### src/rtl/core/epm_pkg.sv
// Package for the encode performance monitor: payload structs, constants and shared types.
// Depends on nothing; used by every module under rtl/core.
`timescale 1ns / 1ps

package epm_pkg;

    localparam int unsigned TimeBitsDefault      = 48;
    localparam int unsigned WindowSamplesDefault = 32;
    localparam int unsigned StatCount            = 13;

    localparam logic [1:0] REQ_BEGIN   = 2'd0;
    localparam logic [1:0] REQ_END     = 2'd1;
    localparam logic [1:0] REQ_REPORT  = 2'd2;
    localparam logic [1:0] REQ_IGNORED = 2'd3;

    localparam logic [3:0] STAT_BUSY_COUNT = 4'd0;
    localparam logic [3:0] STAT_BUSY_AVG   = 4'd1;
    localparam logic [3:0] STAT_BUSY_MIN   = 4'd2;
    localparam logic [3:0] STAT_BUSY_MAX   = 4'd3;
    localparam logic [3:0] STAT_PER_AVG    = 4'd4;
    localparam logic [3:0] STAT_PER_MIN    = 4'd5;
    localparam logic [3:0] STAT_PER_MAX    = 4'd6;
    localparam logic [3:0] STAT_FPS_AVG    = 4'd7;
    localparam logic [3:0] STAT_FPS_MAX    = 4'd8;
    localparam logic [3:0] STAT_KBPS_AVG   = 4'd9;
    localparam logic [3:0] STAT_KBPS_MIN   = 4'd10;
    localparam logic [3:0] STAT_KBPS_MAX   = 4'd11;
    localparam logic [3:0] STAT_KBPS_LAST  = 4'd12;

    typedef struct packed {
        logic [1:0]  req_type;
        logic [47:0] time_us;
        logic [31:0] bytes_used;
    } epm_in_t;

    typedef struct packed {
        logic [3:0]  stat_id;
        logic [31:0] stat_value;
        logic        last_stat;
    } epm_out_t;

    // Divider width: numerators are at most 64 bits, divisors at most 64 bits.
    localparam int unsigned DivBits = 64;

endpackage

### src/rtl/core/epm_div.sv
// Bit-serial restoring divider, one quotient bit per cycle, shared by the monitor.
// Depends on epm_pkg; a zero divisor gives a zero quotient.
`timescale 1ns / 1ps

module epm_div (
    input  logic                      aclk,
    input  logic                      aresetn,
    input  logic                      start,
    input  logic [epm_pkg::DivBits-1:0] num,
    input  logic [epm_pkg::DivBits-1:0] den,
    output logic                      done,
    output logic [epm_pkg::DivBits-1:0] quo
);
    import epm_pkg::*;

    localparam int unsigned CntBits = $clog2(DivBits + 1);

    logic [DivBits-1:0] num_reg, num_next;
    logic [DivBits-1:0] den_reg, den_next;
    logic [DivBits:0]   rem_reg, rem_next;
    logic [DivBits-1:0] quo_reg, quo_next;
    logic [CntBits-1:0] cnt_reg, cnt_next;
    logic               busy_reg, busy_next;
    logic               done_reg, done_next;
    logic               zero_reg, zero_next;
    logic [DivBits:0]   trial;
    logic [DivBits:0]   shifted;

    // One restoring step: shift in the next numerator bit and try a subtract.
    always_comb begin
        num_next  = num_reg;
        den_next  = den_reg;
        rem_next  = rem_reg;
        quo_next  = quo_reg;
        cnt_next  = cnt_reg;
        busy_next = busy_reg;
        done_next = 1'b0;
        zero_next = zero_reg;
        shifted   = {rem_reg[DivBits-1:0], num_reg[DivBits-1]};
        trial     = shifted - {1'b0, den_reg};
        if (start) begin
            num_next  = num;
            den_next  = den;
            rem_next  = '0;
            quo_next  = '0;
            cnt_next  = CntBits'(DivBits);
            busy_next = 1'b1;
            zero_next = (den == '0);
        end else if (busy_reg) begin
            num_next = {num_reg[DivBits-2:0], 1'b0};
            if (!trial[DivBits]) begin
                rem_next = trial;
                quo_next = {quo_reg[DivBits-2:0], 1'b1};
            end else begin
                rem_next = shifted;
                quo_next = {quo_reg[DivBits-2:0], 1'b0};
            end
            cnt_next = cnt_reg - 1'b1;
            if (cnt_reg == CntBits'(1)) begin
                busy_next = 1'b0;
                done_next = 1'b1;
            end
        end
    end

    always_ff @(posedge aclk) begin
        if (!aresetn) begin
            busy_reg <= 1'b0;
            done_reg <= 1'b0;
            cnt_reg  <= '0;
        end else begin
            busy_reg <= busy_next;
            done_reg <= done_next;
            cnt_reg  <= cnt_next;
        end
        num_reg  <= num_next;
        den_reg  <= den_next;
        rem_reg  <= rem_next;
        quo_reg  <= quo_next;
        zero_reg <= zero_next;
    end

    assign done = done_reg;
    assign quo  = zero_reg ? '0 : quo_reg;

endmodule

### src/rtl/core/epm_serial_arith.sv
// Bit-serial subtractor for event updates: one bit per cycle.
// Depends on epm_pkg; computes the time delta modulo 2^TIME_BITS serially.
`timescale 1ns / 1ps

module epm_serial_arith #(
    parameter int unsigned TIME_BITS = epm_pkg::TimeBitsDefault
) (
    input  logic                 aclk,
    input  logic                 aresetn,
    input  logic                 start,
    input  logic [TIME_BITS-1:0] a,
    input  logic [TIME_BITS-1:0] b,
    output logic                 done,
    output logic [TIME_BITS-1:0] diff
);
    import epm_pkg::*;

    localparam int unsigned CntBits = $clog2(TIME_BITS + 1);

    logic [TIME_BITS-1:0] a_reg, a_next;
    logic [TIME_BITS-1:0] b_reg, b_next;
    logic [TIME_BITS-1:0] d_reg, d_next;
    logic                 borrow_reg, borrow_next;
    logic [CntBits-1:0]   cnt_reg, cnt_next;
    logic                 busy_reg, busy_next;
    logic                 done_reg, done_next;
    logic [1:0]           bit_sum;

    // Least significant bit first, carrying the borrow in a flop.
    always_comb begin
        a_next      = a_reg;
        b_next      = b_reg;
        d_next      = d_reg;
        borrow_next = borrow_reg;
        cnt_next    = cnt_reg;
        busy_next   = busy_reg;
        done_next   = 1'b0;
        bit_sum     = {1'b0, a_reg[0]} - {1'b0, b_reg[0]} - {1'b0, borrow_reg};
        if (start) begin
            a_next      = a;
            b_next      = b;
            borrow_next = 1'b0;
            cnt_next    = CntBits'(TIME_BITS);
            busy_next   = 1'b1;
        end else if (busy_reg) begin
            a_next      = a_reg >> 1;
            b_next      = b_reg >> 1;
            d_next      = {bit_sum[0], d_reg[TIME_BITS-1:1]};
            borrow_next = bit_sum[1];
            cnt_next    = cnt_reg - 1'b1;
            if (cnt_reg == CntBits'(1)) begin
                busy_next = 1'b0;
                done_next = 1'b1;
            end
        end
    end

    always_ff @(posedge aclk) begin
        if (!aresetn) begin
            busy_reg <= 1'b0;
            done_reg <= 1'b0;
            cnt_reg  <= '0;
        end else begin
            busy_reg <= busy_next;
            done_reg <= done_next;
            cnt_reg  <= cnt_next;
        end
        a_reg      <= a_next;
        b_reg      <= b_next;
        d_reg      <= d_next;
        borrow_reg <= borrow_next;
    end

    assign done = done_reg;
    assign diff = d_reg;

endmodule

### src/rtl/core/encode_perf_monitor_core.sv
// Encode performance monitor, top level: event sequencer, statistics registers, output stage.
// Depends on epm_pkg, epm_serial_arith and epm_div.
`timescale 1ns / 1ps

// Usage
// The s_ channel takes one event item per handshake: frame begin, frame end or
// report. Begin and end items give no result; a report gives 13 result items on
// the m_ channel, stat_id 0 to 12, with last_stat high on the thirteenth.
// An item is worked on alone. Begin and end take a serial time subtract, a
// divide by 100 and a bookkeeping step. A begin that follows an end also passes
// the window check, and one that closes a window adds a bitrate divide.
// A report runs five divides in turn, then sends its 13 result items one at a
// time, each through ST_REP_OUT and then ST_REP_WAIT until the receiver takes it.
// All divides use the one shared bit-serial divider, one quotient bit per cycle.
// A result item sits in an output register; s_ready stays low until the last
// result of a report is taken, so a stalled receiver simply holds the block.
// Reset (aresetn low, synchronous) returns every statistic to its initial
// value: minima all ones, everything else zero. No clearing pass is needed.
module encode_perf_monitor_core #(
    parameter int unsigned WINDOW_SAMPLES = epm_pkg::WindowSamplesDefault,
    parameter int unsigned TIME_BITS      = epm_pkg::TimeBitsDefault
) (
    input  logic             aclk,
    input  logic             aresetn,
    input  logic             s_valid,
    output logic             s_ready,
    input  epm_pkg::epm_in_t s_data,
    output logic             m_valid,
    input  logic             m_ready,
    output epm_pkg::epm_out_t m_data
);
    import epm_pkg::*;

    localparam int unsigned WinBits = $clog2(WINDOW_SAMPLES + 1);

    typedef enum logic [3:0] {
        ST_IDLE,
        ST_SUB,
        ST_DIV_TIME,
        ST_UPDATE,
        ST_DIV_RATE,
        ST_RATE,
        ST_REP_DIV,
        ST_REP_OUT,
        ST_REP_WAIT
    } state_t;

    state_t state_reg;

    logic [1:0]           req_reg;
    logic [TIME_BITS-1:0] now_reg;
    logic [31:0]          bytes_reg;
    logic [TIME_BITS-1:0] begin_time_reg;
    logic                 armed_reg;
    logic [31:0]          period_min_reg, period_max_reg, period_total_reg, period_count_reg;
    logic [31:0]          window_time_reg, window_bytes_reg;
    logic [WinBits-1:0]   window_count_reg;
    logic [31:0]          rate_last_reg, rate_min_reg, rate_max_reg;
    logic [31:0]          busy_min_reg, busy_max_reg, busy_total_reg, busy_count_reg;
    logic [31:0]          bytes_total_reg;
    logic [31:0]          elapsed_reg;
    logic [3:0]           sid_reg;
    logic [31:0]          avg_q_reg [5];
    logic [2:0]           qi_reg;
    logic                 rep_go_reg;
    logic                 m_valid_reg;
    epm_out_t             m_data_reg;

    logic                 sub_start, sub_done;
    logic [TIME_BITS-1:0] sub_diff;
    logic                 div_start, div_done;
    logic [DivBits-1:0]   div_num, div_den, div_quo;
    logic [31:0]          p_val;
    logic [31:0]          stat_val;

    epm_serial_arith #(
        .TIME_BITS(TIME_BITS)
    ) u_sub (
        .aclk   (aclk),
        .aresetn(aresetn),
        .start  (sub_start),
        .a      (TIME_BITS'(s_data.time_us)),
        .b      (begin_time_reg),
        .done   (sub_done),
        .diff   (sub_diff)
    );

    epm_div u_div (
        .aclk   (aclk),
        .aresetn(aresetn),
        .start  (div_start),
        .num    (div_num),
        .den    (div_den),
        .done   (div_done),
        .quo    (div_quo)
    );

    // Divide operands for each step of the sequence.
    always_comb begin
        div_num = '0;
        div_den = '0;
        unique case (state_reg)
            ST_SUB: begin
                div_num = DivBits'(sub_diff);
                div_den = DivBits'(100);
            end
            ST_RATE: begin
                div_num = DivBits'(window_bytes_reg) * DivBits'(80);
                div_den = DivBits'(window_time_reg);
            end
            default: begin
                unique case (qi_reg)
                    3'd0: begin
                        div_num = DivBits'(busy_total_reg);
                        div_den = DivBits'(busy_count_reg);
                    end
                    3'd1: begin
                        div_num = DivBits'(period_total_reg);
                        div_den = DivBits'(period_count_reg);
                    end
                    3'd2: begin
                        div_num = DivBits'(period_count_reg) * DivBits'(100000);
                        div_den = DivBits'(period_total_reg);
                    end
                    3'd3: begin
                        div_num = DivBits'(busy_count_reg) * DivBits'(100000);
                        div_den = DivBits'(busy_total_reg);
                    end
                    3'd4: begin
                        div_num = DivBits'(bytes_total_reg) * DivBits'(80);
                        div_den = DivBits'(period_total_reg);
                    end
                    default: begin
                        div_num = '0;
                        div_den = '0;
                    end
                endcase
            end
        endcase
    end

    assign sub_start = (state_reg == ST_IDLE) && s_valid
                       && ((s_data.req_type == REQ_BEGIN) || (s_data.req_type == REQ_END));
    assign div_start = (state_reg == ST_SUB && sub_done)
                       || (state_reg == ST_RATE
                           && window_count_reg >= WinBits'(WINDOW_SAMPLES)
                           && window_time_reg != 32'd0)
                       || (state_reg == ST_REP_DIV && rep_go_reg);

    assign p_val = elapsed_reg;

    // Pick the statistic for the current id.
    always_comb begin
        unique case (sid_reg)
            STAT_BUSY_COUNT: stat_val = busy_count_reg;
            STAT_BUSY_AVG:   stat_val = avg_q_reg[0];
            STAT_BUSY_MIN:   stat_val = busy_min_reg;
            STAT_BUSY_MAX:   stat_val = busy_max_reg;
            STAT_PER_AVG:    stat_val = avg_q_reg[1];
            STAT_PER_MIN:    stat_val = period_min_reg;
            STAT_PER_MAX:    stat_val = period_max_reg;
            STAT_FPS_AVG:    stat_val = avg_q_reg[2];
            STAT_FPS_MAX:    stat_val = avg_q_reg[3];
            STAT_KBPS_AVG:   stat_val = avg_q_reg[4];
            STAT_KBPS_MIN:   stat_val = rate_min_reg;
            STAT_KBPS_MAX:   stat_val = rate_max_reg;
            default:         stat_val = rate_last_reg;
        endcase
    end

    // Sequencer and statistics registers.
    always_ff @(posedge aclk) begin
        if (!aresetn) begin
            state_reg        <= ST_IDLE;
            begin_time_reg   <= '0;
            armed_reg        <= 1'b0;
            period_min_reg   <= '1;
            period_max_reg   <= '0;
            period_total_reg <= '0;
            period_count_reg <= '0;
            window_time_reg  <= '0;
            window_bytes_reg <= '0;
            window_count_reg <= '0;
            rate_last_reg    <= '0;
            rate_min_reg     <= '1;
            rate_max_reg     <= '0;
            busy_min_reg     <= '1;
            busy_max_reg     <= '0;
            busy_total_reg   <= '0;
            busy_count_reg   <= '0;
            bytes_total_reg  <= '0;
            m_valid_reg      <= 1'b0;
            qi_reg           <= '0;
            rep_go_reg       <= 1'b0;
            sid_reg          <= '0;
        end else begin
            unique case (state_reg)
                ST_IDLE: begin
                    if (s_valid) begin
                        req_reg   <= s_data.req_type;
                        now_reg   <= TIME_BITS'(s_data.time_us);
                        bytes_reg <= s_data.bytes_used;
                        if (s_data.req_type == REQ_REPORT) begin
                            qi_reg     <= 3'd0;
                            rep_go_reg <= 1'b1;
                            sid_reg    <= STAT_BUSY_COUNT;
                            state_reg  <= ST_REP_DIV;
                        end else if (s_data.req_type != REQ_IGNORED) begin
                            state_reg <= ST_SUB;
                        end
                    end
                end
                ST_SUB: begin
                    if (sub_done) begin
                        state_reg <= ST_DIV_TIME;
                    end
                end
                ST_DIV_TIME: begin
                    if (div_done) begin
                        elapsed_reg <= div_quo[31:0];
                        state_reg   <= ST_UPDATE;
                    end
                end
                ST_UPDATE: begin
                    state_reg <= ST_IDLE;
                    if (req_reg == REQ_END) begin
                        if (p_val < busy_min_reg) busy_min_reg <= p_val;
                        if (p_val > busy_max_reg) busy_max_reg <= p_val;
                        busy_total_reg   <= busy_total_reg + p_val;
                        busy_count_reg   <= busy_count_reg + 32'd1;
                        bytes_total_reg  <= bytes_total_reg + bytes_reg;
                        window_bytes_reg <= window_bytes_reg + bytes_reg;
                        armed_reg        <= 1'b1;
                    end else begin
                        begin_time_reg <= now_reg;
                        armed_reg      <= 1'b0;
                        if (armed_reg) begin
                            if (p_val < period_min_reg) period_min_reg <= p_val;
                            if (p_val > period_max_reg) period_max_reg <= p_val;
                            period_total_reg <= period_total_reg + p_val;
                            period_count_reg <= period_count_reg + 32'd1;
                            window_time_reg  <= window_time_reg + p_val;
                            window_count_reg <= window_count_reg + 1'b1;
                            state_reg        <= ST_RATE;
                        end
                    end
                end
                ST_RATE: begin
                    // Window just advanced: close it if full.
                    state_reg <= ST_IDLE;
                    if (window_count_reg >= WinBits'(WINDOW_SAMPLES)) begin
                        if (window_time_reg != 32'd0) begin
                            state_reg <= ST_DIV_RATE;
                        end else begin
                            window_bytes_reg <= '0;
                            window_time_reg  <= '0;
                            window_count_reg <= '0;
                        end
                    end
                end
                ST_DIV_RATE: begin
                    if (div_done) begin
                        rate_last_reg <= div_quo[31:0];
                        if (div_quo[31:0] < rate_min_reg) rate_min_reg <= div_quo[31:0];
                        if (div_quo[31:0] > rate_max_reg) rate_max_reg <= div_quo[31:0];
                        window_bytes_reg <= '0;
                        window_time_reg  <= '0;
                        window_count_reg <= '0;
                        state_reg        <= ST_IDLE;
                    end
                end
                ST_REP_DIV: begin
                    // Five quotients in turn, each started in the cycle after the last is stored.
                    if (rep_go_reg) begin
                        rep_go_reg <= 1'b0;
                    end else if (div_done) begin
                        avg_q_reg[qi_reg] <= div_quo[31:0];
                        if (qi_reg == 3'd4) begin
                            state_reg <= ST_REP_OUT;
                        end else begin
                            qi_reg     <= qi_reg + 3'd1;
                            rep_go_reg <= 1'b1;
                        end
                    end
                end
                ST_REP_OUT: begin
                    m_valid_reg           <= 1'b1;
                    m_data_reg.stat_id    <= sid_reg;
                    m_data_reg.stat_value <= stat_val;
                    m_data_reg.last_stat  <= (sid_reg == STAT_KBPS_LAST);
                    state_reg             <= ST_REP_WAIT;
                end
                ST_REP_WAIT: begin
                    if (m_ready) begin
                        m_valid_reg <= 1'b0;
                        if (sid_reg == STAT_KBPS_LAST) begin
                            state_reg <= ST_IDLE;
                        end else begin
                            sid_reg   <= sid_reg + 4'd1;
                            state_reg <= ST_REP_OUT;
                        end
                    end
                end
                default: state_reg <= ST_IDLE;
            endcase
        end
    end

    assign s_ready = (state_reg == ST_IDLE);
    assign m_valid = m_valid_reg;
    assign m_data  = m_data_reg;

endmodule
### config.mk
export PLATFORM = sky130hd
export DESIGN_NAME = encode_perf_monitor_core
export DESIGN_NICKNAME = d
export VERILOG_FILES = /design/src/rtl/core/epm_pkg.sv /design/src/rtl/core/epm_div.sv /design/src/rtl/core/epm_serial_arith.sv /design/src/rtl/core/encode_perf_monitor_core.sv
export SDC_FILE = /design/constraint.sdc
export NUM_CORES = 2
export LEC_CHECK = 0
export BUFFER_PORTS_ARGS = -buffer_cell sky130_fd_sc_hd__clkbuf_2
export CORE_ASPECT_RATIO = 0.7
export CORE_MARGIN = 3
export CORE_UTILIZATION = 59
export CTS_CLUSTER_SIZE = 40
export DETAILED_ROUTE_END_ITERATION = 16
export PLACE_DENSITY = 0.78
export SLEW_MARGIN = 20
export SYNTH_ARGS = -nofsm -noshare
export SYNTH_HDL_FRONTEND = slang
export SYNTH_HIERARCHICAL = 1
export SYNTH_SLANG_ARGS = --single-unit
### constraint.sdc
create_clock -name aclk -period 5.3 [get_ports aclk]
set_clock_uncertainty 0.15 [all_clocks]
set_input_delay 0.265 -clock aclk [delete_from_list [all_inputs] [get_ports aclk]]
set_output_delay 0.265 -clock aclk [all_outputs]
set_load 0.005 [all_outputs]
# Word level (Yosys, flattened, before mapping)
# Memory sizes are Yosys's and may differ from the RTL's.
# Index checks and enable logic that the tools add are counted.
# totals
reg_bits	1054
latch_bits	0
ram_bits	160
mem_bits_ro	0
in_bits	86
output_inout_bits	39
word_cells	253
memories	1
# op_classes
add_sub_neg	15
n_mul	4
div_mod_pow	0
magnitude_cmp	7
n_eq_ne	47
n_shift	0
n_mux	81
bitwise	5
n_reduce_logical	47
# memory_table
name	words	word_bits	rd	rd_clocked_by_memory_dff	wr	line	rtl
avg_q_reg	5	32	5	0	1	encode_perf_monitor_core.sv:63	logic [31:0] avg_q_reg [5];
# ops
op	n
one-hot mux 32 bit (12 select lines)	1
one-hot mux 49 bit (5 select lines)	1
two-way mux 32 bit	7
two-way mux 48 bit	4
two-way mux 64 bit	3
one-hot mux 32 bit (3 select lines)	2
adder 32 bit	5
one-hot mux 32 bit (4 select lines)	1
one-hot mux 49 bit (2 select lines)	1
> comparator 32 bit	3
less-than comparator 32 bit	3
multiplier 32 x 12 -> 44 bit (second input constant)	2
multiplier 32 x 3 -> 35 bit (second input constant)	2
subtractor 65 x 64 -> 65 bit	1
adder 32 x 1 -> 32 bit (second input constant)	2
zero test 64 bit	1
one-hot mux 32 bit (2 select lines)	1
two-way mux 4 bit	14
two-way mux 6 bit	7
one-hot mux 4 bit (9 select lines)	1
== test 4 x 3 -> 1 bit (second input constant)	8
nonzero test 32 bit	1
two-way mux 3 bit	10
== test 4 bit (second input constant)	6
other kinds (42)	119

# Longest topological paths before layout
# depth
word_depth	6
depth_mapped	22
mapped_depth_nobuf	21

# Hierarchy
# The synthesis kept the hierarchy.
# modules_own_cells
module	instances	cells_per_inst	area_per_inst_um2	seq_area_each_um2
encode_perf_monitor_core	1	7013	62805.2	19668.9
epm_div	1	1500	14776.7	6616.3
epm_serial_arith	1	297	6145.9	4504.3

# Worst setup path after synthesis
# OpenSTA, ideal clock, no wires.
# synth_path
path_type	flip-flop to flip-flop
startpoint	register busy_count_reg[14]
endpoint	register u_div.num_reg[46], data pin
setup_time_ns	0.260
arrival_ns	5.318
t_required_ns	4.890
setup_slack_ns	-0.428
stages_incl_launch_ff	22
n_path_buf	0
period_less_slack_ns	5.728
path_cell_list	dfxtp_1 > ha_1 > ha_1 > inv_1 > fa_1 > inv_1 > fa_1 > inv_1 > fa_1 > inv_1 > ha_1 > nand2_1 > or2_2 > nor2_1 > or4b_1 > a21oi_1 > a21boi_1 > o21ai_1 > a221oi_1 > xor2_1 > o221ai_1 > mux2_2
# synth_between
elab_chain_cells	4
# synth_rtl
element	line	rtl
from (decl)	encode_perf_monitor_core.sv:59	logic [31:0] busy_min_reg, busy_max_reg, busy_total_reg, busy_count_reg;
from (signal assigned)	encode_perf_monitor_core.sv:230	busy_count_reg <= busy_count_reg + 32'd1;
multiplier 32 x 12 -> 44 bit	encode_perf_monitor_core.sv:126	div_num = DivBits'(busy_count_reg) * DivBits'(100000);
one-hot mux 49 bit (5 select lines)	encode_perf_monitor_core.sv:112	unique case (qi_reg)
one-hot mux 49 bit (2 select lines)	encode_perf_monitor_core.sv:102	unique case (state_reg)
net div_num[46]	encode_perf_monitor_core.sv:72	logic [DivBits-1:0] div_num, div_den, div_quo;
two-way mux 64 bit	epm_div.sv:41	if (start) begin
net u_div.num_next[46]	epm_div.sv:18	logic [DivBits-1:0] num_reg, num_next;
to (signal assigned)	epm_div.sv:76	num_reg <= num_next;
to (decl)	epm_div.sv:18	
# The timed path passes the listed nets, and every way through them passes these cells.
# A chain may end at the register's enable or synchronous reset.

# Worst setup path in the final report
# layout_path
startpoint	register busy_count_reg[3]
endpoint	register u_div.num_reg[29], data pin
# Same word-level chain as after synthesis.

==> impl_results.md <==
- DRC errors left: 0
- Crit path largest cell delay: 0.50 ns
- Final Hold Viols: 0
- Largest net degree at the start of global routing: 142
- Max reg flops: 160
- Total Power: 25.9 mW
- Worst Reg-to-Reg Cells: 22
- CTS sink count: 1214
- Die H: 319 µm
- Worst Setup EP: u_div/num_reg[29]
- First-pass GRT wire length: 406000 µm
- Pint: 18.0 mW
- Critical path launch point type: flip-flop
- Mapped Avg Cell Area: 9.50 µm²
- Comb pwr share: 21.4%
- PnR worst setup slack: -0.432 ns
- Area Overhead vs Synth: 17.6%
- Die Width: 453 µm
- CP Class: reg -> reg
- Most common cell type on the critical path: ha_4
- Clock share of power: 35.5%
- Final setup fails: 29
- PortBufs: 124
- Sequential power share: 43.1%
- Initial antenna violation count: 3
- Grt total ovfl: 0
- CP max stage cell: fa_1
- Yosys warning count: 6
- Outcome: finished, violations left
- Num rows: 114
- Standby leakage power: 43.2 nW
- GRT Overall Usage: 36.0%
- Relative slew slack: 20.8%
- Largest fanout on the critical path: 3
- Worst-Skew Late Latency: 0.82 ns
- Post-Place Setup Slack: -0.813 ns
- Max Cap Viol: 0
- Nets@finish: 10.5k
- Cells after synthesis: 8674
- GP Congestion: 0.967
- WP data arrival: 6.08 ns
- Crit. End Element: flip-flop
- Vias per cell: 6.30
- Critical-path cell list: ha_4 > ha_4 > xor2_4 > ha_4 > a31o_2 > fa_1 > inv_1 > fa_1 > inv_1 > ha_4 > a211oi_2 > o211ai_1 > a221oi_2 > buf_4 > o31ai_4 > a31o_2 > xor2_1 > a222oi_1 > buf_4 > o21ai_0 > a21o_1 > mux2_2
- R2R Path Start: busy_count_reg[3]
- H-tree levels: 3
- Vias in the first global route: 68.6k
- Power Density: 267 nW/µm²
- TritonCTS buffer count: 117
- Post-Route WL: 269000 µm
- Failing checks: setup timing
- Clock Tree Root: clkbuf_16
- Crit path depth: 22
- Sw power: 7.87 mW
- Antenna Nets Post-Route: 0
- Sw Share: 30.4%
- CTS max path bufs: 3
- WP data required: 5.65 ns
- First DRT Iteration DRCs: 8440
- Fin crit period: 5.73 ns
- Initial Util: 59.6%
- Reg-to-reg slack, setup: -0.43 ns
- Die area: 144000 µm²
- DR WL/cell: 23.7 µm
- Hold crit path type: in -> reg
- Slew Limit Fails: 0
- RSZ-0062 raised after global routing: true
- Worst-Margin Slew: 1.19 ns
- CTS tree: yes
- Fmax: 0.174 GHz
- Final Cycle Share: 108%
- Critical path origin: busy_count_reg[3]
- Fin Hold WS: 0.0433 ns
- WP buf/inv: 4
- I/O pins: 125
- CTS clk-pin slew, worst paths: 0.07 ns
- R2R Path End: u_div/num_reg[29]
- Post-Syn Area: 82400 µm²
- Max IR drop VDD: 369 µV
- Setup TNS: -7.36 ns
- DPL Wire Length: 194000 µm
- Critical path's top delay family: compound AO/OA/AOI/OAI gates
- Layout cell share with drive strength beyond 1: 15.6%
- Via Count: 71.2k
- First-pass iteration count of the detailed router: 10
- Core area: 138000 µm²
- Core Util, Final: 70.1%
==> metal layers <==
layer	global-route usage, %	vias up	share of wire (%)
met5	0	-	0.0045
met4	11.2	2	3.6
met3	10.5	572	13
met2	51.1	3986	41
met1	52.7	34160	43
li1	-	32476	-
==> power by group through the flow <==
stage          clock, mW  sequential, mW  combinational [mW]
6_report            9.19            11.2                5.55
3_3_place_gp           0            11.3                5.12
5_1_grt             9.61            11.2                6.04
3_5_place_dp           0            11.3                5.27
2_1_floorplan          0            11.1                4.07
4_1_cts             9.21            11.1                5.39
==> placed cells by master, fill, tap and decap left out, types with 223 or more instances in the layout <==
master,instances
nand2_1,852
a21oi_1,565
xnor2_1,223
o21ai_0,301
buf_4,553
mux2i_1,223
inv_1,755
nor2_1,541
edfxtp_1,584
dfxtp_1,596
a21o_1,228
ha_1,836
==> worst min-delay path by stage <==
| stage | slack, ns | cells after the start | to | from |
|---|---|---|---|---|
| 2_1_floorplan | 0.21 | 0 | bytes_reg[0] | s_data[0] |
| 3_3_place_gp | 0.28 | 0 | u_sub/diff[26] | u_sub/diff[27] |
| 3_5_place_dp | 0.29 | 0 | u_sub/diff[18] | u_sub/diff[19] |
| 4_1_cts | 0.0005 | 2 | now_reg[13] | s_data[45] |
| 5_1_grt | 0.005 | 2 | now_reg[17] | s_data[49] |
| 6_report | 0.04 | 2 | bytes_reg[19] | s_data[19] |
==> per-stage QoR <==
step,instance area (µm²),instances
floorplan,82900,8752
global placement,88900,10909
detailed placement,88900,10909
CTS,96100,11277
global route,96900,11302
finish,96900,11306
==> final cells by class <==
type | instances | area [µm²]
Timing Repair Buffer | 840 | 6570
Antenna cell | 6 | 15.0
Multi-Input combinational cell | 6379 | 50700
Clock inverter | 79 | 1010
Inverter | 788 | 2970
Sequential cell | 1214 | 30300
Fill cell | 10252 | 41400
Clock buffer | 144 | 3110
Tap cell | 1856 | 2320
==> what timing repair did <==
action                     in CTS  in global routing
hold buffers                  120                  0
gates resized for setup       293                145
setup endpoints to repair      30                 31
hold endpoints to repair      164                  0
pin swaps                     143                 96
setup buffers                  28                 25
Power figures use the tool's default switching activity.
